==> config.mk <==
export PLATFORM = sky130hd
export DESIGN_NAME = kbv_front
export DESIGN_NICKNAME = d
export VERILOG_FILES = /design/src/rtl/kbv_pkg.sv /design/src/rtl/kbv_front.sv
export SDC_FILE = /design/constraint.sdc
export NUM_CORES = 1
export LEC_CHECK = 0
export BUFFER_PORTS_ARGS = -buffer_cell sky130_fd_sc_hd__buf_2
export CORE_ASPECT_RATIO = 0.9
export CORE_MARGIN = 2
export CORE_UTILIZATION = 53
export CTS_BUF_LIST = sky130_fd_sc_hd__clkbuf_4 sky130_fd_sc_hd__clkbuf_8
export DETAILED_ROUTE_END_ITERATION = 16
export GPL_TIMING_DRIVEN = 0
export PLACE_DENSITY = 0.81
export SYNTH_ARGS = -nofsm -noshare
export SYNTH_HDL_FRONTEND = slang
export SYNTH_SLANG_ARGS = --single-unit
==> constraint.sdc <==
create_clock -name aclk -period 2 [get_ports aclk]
set_clock_uncertainty 0.2 [all_clocks]
set_input_delay 0 -clock aclk [delete_from_list [all_inputs] [get_ports aclk]]
set_output_delay 0 -clock aclk [all_outputs]
set_load 0.01 [all_outputs]
==> src/rtl/kbv_pkg.sv <==
package kbv_pkg;

    // Defaults for the top-level parameters
    localparam int KBV_CAP_MAX     = 255;
    localparam int KBV_VALUE_WIDTH = 24;

    // Fixed field widths
    localparam int KBV_CAP_W     = 8;
    localparam int KBV_WEIGHT_W  = 8;
    localparam int KBV_ITEM_VW   = 16;
    localparam int KBV_OUT_W     = 24;
    localparam logic [KBV_OUT_W-1:0] KBV_OUT_MAX = {KBV_OUT_W{1'b1}};

    // Item queue between front and back (power of two)
    localparam int KBV_QUEUE_DEPTH = 2;

    typedef struct packed {
        logic [KBV_WEIGHT_W-1:0] weight;
        logic [KBV_ITEM_VW-1:0]  value;
        logic                    last;
        logic                    heavy;  // weight above the table, no update
    } item_t;

endpackage

==> src/rtl/kbv_front.sv <==
module kbv_front #(
    parameter int CAP_MAX = 255
) (
    input  logic                                aclk,
    input  logic                                aresetn,
    input  logic                                s_valid,
    output logic                                s_ready,
    input  logic [kbv_pkg::KBV_WEIGHT_W-1:0]    s_item_weight,
    input  logic [kbv_pkg::KBV_ITEM_VW-1:0]     s_item_value,
    input  logic                                s_last_item,
    output logic                                q_valid,
    input  logic                                q_ready,
    output kbv_pkg::item_t                      q_item
);
    import kbv_pkg::*;

    localparam int QD = KBV_QUEUE_DEPTH;
    localparam int PW = (QD > 1) ? $clog2(QD) : 1;
    localparam int CW = $clog2(QD + 1);

    item_t          slot_reg [QD];
    logic [PW-1:0]  wr_ptr_reg, wr_ptr_next;
    logic [PW-1:0]  rd_ptr_reg, rd_ptr_next;
    logic [CW-1:0]  count_reg, count_next;
    logic           push, pop;
    item_t          in_item;

    always_comb begin
        in_item.weight = s_item_weight;
        in_item.value  = s_item_value;
        in_item.last   = s_last_item;
        in_item.heavy  = (32'(s_item_weight) > CAP_MAX);
    end

    assign s_ready = (count_reg != CW'(QD));
    assign q_valid = (count_reg != '0);
    assign q_item  = slot_reg[rd_ptr_reg];
    assign push    = s_valid && s_ready;
    assign pop     = q_valid && q_ready;

    always_comb begin
        wr_ptr_next = push ? PW'(wr_ptr_reg + 1'b1) : wr_ptr_reg;
        rd_ptr_next = pop  ? PW'(rd_ptr_reg + 1'b1) : rd_ptr_reg;
        count_next  = count_reg;
        if (push && !pop) begin
            count_next = CW'(count_reg + 1'b1);
        end else if (pop && !push) begin
            count_next = CW'(count_reg - 1'b1);
        end
    end

    always_ff @(posedge aclk) begin
        if (!aresetn) begin
            wr_ptr_reg <= '0;
            rd_ptr_reg <= '0;
            count_reg  <= '0;
        end else begin
            wr_ptr_reg <= wr_ptr_next;
            rd_ptr_reg <= rd_ptr_next;
            count_reg  <= count_next;
        end
    end

    always_ff @(posedge aclk) begin
        if (push) begin
            slot_reg[wr_ptr_reg] <= in_item;
        end
    end

endmodule

==> impl_metrics.json, run 1 <==
{
  "path_max_fanout": 25,
  "synth_warnings": 0,
  "synth_seq_cells": 55,
  "syn_area_per_cell_um2": 19.7,
  "area_delta_synth_final_pct": 34.9,
  "status": "complete, no violations",
  "clock_sinks": 55,
  "final_common_cell": "buf_2",
  "finalMaxSlewViolations": 0,
  "netlist_instances": 104,
  "period_share": 0.901,
  "hold_viol": 0,
  "maxCapViolations": 0,
  "ios": 57,
  "firstDrtPassIters": 4,
  "ys_seq_area_frac": 0.780,
  "grt_pass1_wl_um": 5500,
  "synth_simple_gate_area_share": 0.0317,
  "netlist_area_um2": 2050,
  "place_inst": 205,
  "diodes": 0,
  "start_kind": "flop",
  "largest_register_ffs": 50,
  "r2r_setup_slack_ns": 0.20,
  "holdWs_ns": 0.223,
  "synthDistinctLibCells": 21,
  "rsz0062_at_grt": "no",
  "arrival_ns": 1.47,
  "synth_compound_area_frac": 0.0171,
  "path_cells": "nand2b_4 -> nand3b_1 -> clkinvlp_4",
  "synth_nets": 134,
  "grt_pass1_vias": 1205,
  "setup_viol": 0,
  "nNetsFinal": 225,
  "via_count": 1145,
  "max_slew_margin": 0.620,
  "cts_root_buffer": "clkbuf_8",
  "holdCritPathClass": "in2reg",
  "synthMuxAreaShare": 0.137,
  "synth_top_area_cell": "edfxtp_1",
  "drcViolationCount": 0,
  "post_cts_buffers": 0,
  "fin_util": 0.747,
  "dieWidth_um": 69.6,
  "antenna_found_initial": 0,
  "coreArea_um2": 3700,
  "cts_buffer_depth": 2,
  "max_clock_freq_ghz": 0.555,
  "r2r-end": "slot_reg[0][3]$_DFFE_PP_",
  "crit_path_end_kind": "flop",
  "power.leakage_nw": 1.06,
  "peakVddDrop_mv": 0.742,
  "worst_pin_slew_ns": 0.570,
  "power_per_cell_area_nw_per_um2": 1070,
  "gp_congestion": 0.675,
  "worst-path-buf-inv": 1,
  "final_cell_mix": "buf_2, edfxtp_1, dlygate4sd3_1",
  "initial_utilization": 0.554,
  "min_from": "s_item_value[0]",
  "worstSetupPathType": "reg2reg",
  "gr-total-overflow": 0,
  "fin_crit_ns": 1.80,
  "drtIter0Drc": 71,
  "grt_max_degree": 26,
  "clkTransAtPathRegs_ns": 0.09,
  "wl_per_cell_um": 14.6,
  "numCtsBuffers": 5,
  "min_path_cells": 2,
  "synth_area_leaders": "edfxtp_1, mux2_2, dfxtp_1, and2_1, xnor2_1",
  "critPathTopFamily": "buffers and inverters",
  "worstHoldEndpoint": "slot_reg[1][1]$_DFFE_PP_",
  "track_usage": 0.167,
  "ant_nets": 0,
  "slowest_delay_ns": 0.49,
  "drive_gt1_frac": 0.495,
  "via_per_inst": 4.73,
  "synth_xor_area_frac": 0.0128,
  "worstSkewPairLatency_ns": 0.29,
  "die_area_um2": 4390,
  "tritoncts": "yes",
  "htreeDepth": 2,
  "totalWireLength_um": 3530,
  "synth_top_family_by_area": "multiplexers",
  "synthAdderAreaFrac": 0.00610,
  "hpwl_um": 2130,
  "required_ns": 1.67,
  "worstReg2RegStart": "count_reg[0]$_SDFFE_PN0P_",
  "port_buffers": 55,
  "r2r_cells": 3,
  "fin_cells": 242,
  "synth_top_area_share": 0.732,
  "num_rows": 21,
  "die_y_um": 63.0,
  "cp_slowest_cell": "clkinvlp_4"
}
power breakdown:
| group | switching, mW | internal [mW] | total (mW) |
|---|---|---|---|
| clock | 0.316 | 0.258 | 0.574 |
| combinational | 0.420 | 0.453 | 0.873 |
| sequential | 0.0612 | 1.44 | 1.50 |
| total | 0.797 | 2.15 | 2.95 |
cells by family (layout without fill, tap and decap cells):
logic type,count (synthesis),in the layout
adders and majority gates,1,1
buffers and inverters,5,97
and+or+nand+nor,9,9
muxes,25,25
AOI/OAI and AO/OA,5,5
xor gates and xnor gates,3,3
DFF,55,55
other,1,1
metrics by stage:
| stage | worst slack (ns) | instance area [µm²] | power, mW | setup TNS, ns |
|---|---|---|---|---|
| after floorplan | 0.165 | 2050 | 2.06 | 0 |
| after global placement | -0.0967 | 2380 | 2.32 | -2.40 |
| after detailed placement | -0.110 | 2380 | 2.34 | -3.56 |
| after CTS | 0.178 | 2770 | 2.97 | 0 |
| after global routing | 0.0763 | 2770 | 3.12 | 0 |
| final | 0.199 | 2770 | 2.95 | 0 |
final cells by class:
type / count / area (µm²)
plain buffers: 4 / 22.5
clock buffers: 6 / 76.3
clock inverters: 2 / 12.5
fillers: 230 / 936
inverters: 1 / 7.51
multi-input cells: 44 / 425
flip-flops and latches: 55 / 1600
well taps: 46 / 57.6
repair buffers: 84 / 566
timing repair:
action | CTS | global route
resized for setup | 2 | 0
hold buffers | 29 | 0
endpoints found under the setup margin | 50 | 0
endpoints found under the hold margin | 55 | 0
layer usage:
metal	share of wire	GRT usage	wire length, µm	up-vias
li1	-	-	-	575
met1	0.40	0.184	1410	530
met2	0.54	0.316	1920	35
met3	0.044	0.0387	156	5
met4	0.011	0.0515	38	0
met5	0	0	0	-
worst max path at each step:
stage	slack, ns	startpoint	cells past startpoint	endpoint
after global routing	0.08	count_reg[0]$_SDFFE_PN0P_	3	slot_reg[0][3]$_DFFE_PP_
final	0.20	count_reg[0]$_SDFFE_PN0P_	3	slot_reg[0][3]$_DFFE_PP_
after detailed placement	-0.11	count_reg[0]$_SDFFE_PN0P_	2	slot_reg[1][13]$_DFFE_PP_
after CTS	0.18	count_reg[0]$_SDFFE_PN0P_	3	slot_reg[0][3]$_DFFE_PP_
after global placement	-0.1	count_reg[0]$_SDFFE_PN0P_	2	slot_reg[1][8]$_DFFE_PP_
after floorplan	0.16	count_reg[0]$_SDFFE_PN0P_	2	slot_reg[1][0]$_DFFE_PP_
cell usage after synthesis:
master and number:
and2_1 4, dfxtp_1 5, buf_4 1, or2_2 1, inv_1 1, edfxtp_1 50, mux2_2 25, or3_1 1
and3_1 1, xnor2_1 2, conb_1 1, o21ai_0 1, nand2b_4 1, nand3b_1 1, ha_1 1, o21ai_1 1
a21boi_1 1, a21boi_0 1, buf_2 3, a21bo_2 1, xor2_1 1
(Power assumes the default switching activity.)
==> run 2: changes to the inputs <==
clock period = 1.7 ns   (was 2 ns; I/O delays follow)
==> impl_metrics.json, run 2 (synthesized netlist as in run 1, its figures left out) <==
{
  "p_seq_frac": 0.444,
  "numCtsBuffers": 5,
  "internal_power_mw": 2.97,
  "gr-total-overflow": 0,
  "finalMaxSlewViolations": 0,
  "tritoncts": "yes",
  "peakVddDrop_mv": 0.812,
  "final_common_cell": "buf_2",
  "worst_slack_ns": 0.00886,
  "nNetsFinal": 229,
  "path_max_fanout": 5,
  "start_kind": "flop",
  "firstDrtPassIters": 4,
  "p_clk_frac": 0.249,
  "power_mw": 4.00,
  "net-switching-power_mw": 1.03,
  "drcViolationCount": 0,
  "wl_per_cell_um": 15.9,
  "pre_cts_ws_ns": -0.0820,
  "crit_path_end_kind": "flop",
  "antenna_found_initial": 0,
  "switching_share": 0.258,
  "critPathTopFamily": "simple AND/OR/NAND/NOR gates",
  "dpl_cell_area_um2": 2390,
  "num_rows": 21,
  "final_cell_mix": "buf_2, edfxtp_1, dlygate4sd3_1",
  "r2r_setup_slack_ns": 0.009,
  "die_y_um": 63.0,
  "dr_wl_met2_um": 2160,
  "track_usage": 0.191,
  "cts_root_buffer": "clkbuf_8",
  "fin_util": 0.789,
  "area_delta_synth_final_pct": 42.4,
  "worst_pin_slew_ns": 0.592,
  "grt_pass1_wl_um": 6110,
  "diodes": 0,
  "max_slew_margin": 0.605,
  "clock_sinks": 55,
  "comb_power_share": 0.307,
  "max_clock_freq_ghz": 0.591,
  "final.fill_count": 204,
  "path_cells": "nand2b_4 -> and2_4 -> ha_4 -> xor2_2 -> or3_1 -> a21boi_1",
  "power.leakage_nw": 1.12,
  "required_ns": 1.74,
  "cp_slowest_cell": "dfxtp_4",
  "port_buffers": 55,
  "drtIter0Drc": 90,
  "cts_buffer_depth": 2,
  "totalWireLength_um": 3910,
  "status": "complete, no violations",
  "holdCritPathClass": "in2reg",
  "hold_viol": 0,
  "grt_max_degree": 26,
  "htreeDepth": 2,
  "cp.depth": 6,
  "maxCapViolations": 0,
  "met1Wirelength_um": 1560,
  "setup_viol": 0,
  "routed.top_layer": "met4",
  "hpwl_um": 2380,
  "arrival_ns": 1.73,
  "slowest_delay_ns": 0.36,
  "initial_utilization": 0.554,
  "worstSkewPairLatency_ns": 0.30,
  "dieWidth_um": 69.6,
  "final_area_um2": 2920,
  "detailroute.wirelength.met3_um": 131,
  "clkTransAtPathRegs_ns": 0.09,
  "drive_gt1_frac": 0.540,
  "die_area_um2": 4390,
  "gp_congestion": 0.674,
  "worst-path-buf-inv": 0,
  "via_count": 1212,
  "period_share": 0.995,
  "min_path_cells": 2,
  "rsz0062_at_grt": "yes",
  "grt_pass1_vias": 1283,
  "via_per_inst": 4.93,
  "coreArea_um2": 3700,
  "fin_setup_tns_ns": 0,
  "r2r_cells": 6,
  "power_per_cell_area_nw_per_um2": 1370,
  "worstSetupPathType": "reg2reg",
  "largest_register_ffs": 50,
  "ant_nets": 0,
  "ios": 57,
  "fin_crit_ns": 1.69
}
[run 2: cell types whose count changed in the layout (fill, tap and decap cells not counted), sizes merged]
cell	before	now
dlygate4sd3	29	28
bufinv	0	2
clkinv	1	0
buf	59	63
[run 2: through the flow]
step	cells	hold slack (ns)
floorplan	104	-0.101
global placement	205	-0.0117
detailed placement	205	-0.00649
CTS	243	0.199
global route	246	0.190
finish	246	0.206
[run 2: worst register-to-register path, stage by stage (launching register included)]
cell and delay (ns):
dfxtp_4 0.36, nand2b_4 0.15, and2_4 0.14, ha_4 0.15
xor2_2 0.14, or3_1 0.35, a21boi_1 0.12
[run 2: repair_timing]
item,4_1_cts,5_1_grt
hold buffers,28,0
setup endpoints to repair,71,55
gates resized for setup,12,5
setup buffers,1,3
gates cloned,1,0
pin swaps,0,3
endpoints found under the hold margin,55,0
[run 2: routing by layer]
| metal | track usage | vias up |
|---|---|---|
| li1 | - | 583 |
| met1 | 0.201 | 592 |
| met2 | 0.352 | 33 |
| met3 | 0.0597 | 4 |
| met4 | 0.0809 | 0 |
| met5 | 0 | - |
[run 2: power by group through the flow]
stage          clock [mW]  combinational (mW)  sequential (mW)
2_1_floorplan           0               0.658             1.77
3_3_place_gp            0               0.944             1.78
3_5_place_dp            0               0.977             1.80
4_1_cts              1.01                1.13             1.78
5_1_grt              1.07                1.33             1.80
6_report            0.997                1.23             1.78
[run 2: final timing paths]
check	from	to
setup / recovery	count_reg[0]$_SDFFE_PN0P_	count_reg[1]$_SDFFE_PN0P_
hold reg to reg	count_reg[1]$_SDFFE_PN0P_	count_reg[1]$_SDFFE_PN0P_
hold / removal	s_item_value[0]	slot_reg[1][1]$_DFFE_PP_
setup reg to reg	count_reg[0]$_SDFFE_PN0P_	count_reg[1]$_SDFFE_PN0P_
[run 2: final cells by class]
class,instances,area (µm²),area share
Sequential cell,55,1610,0.550
Timing Repair Buffer,87,598,0.205
Multi-Input combinational cell,44,459,0.157
Clock buffer,6,76.3,0.0261
Clock inverter,2,60.1,0.0206
Tap cell,46,57.6,0.0197
Buffer,4,48.8,0.0167
Inverter,1,7.51,0.00257
Timing Repair inverter,1,7.51,0.00257
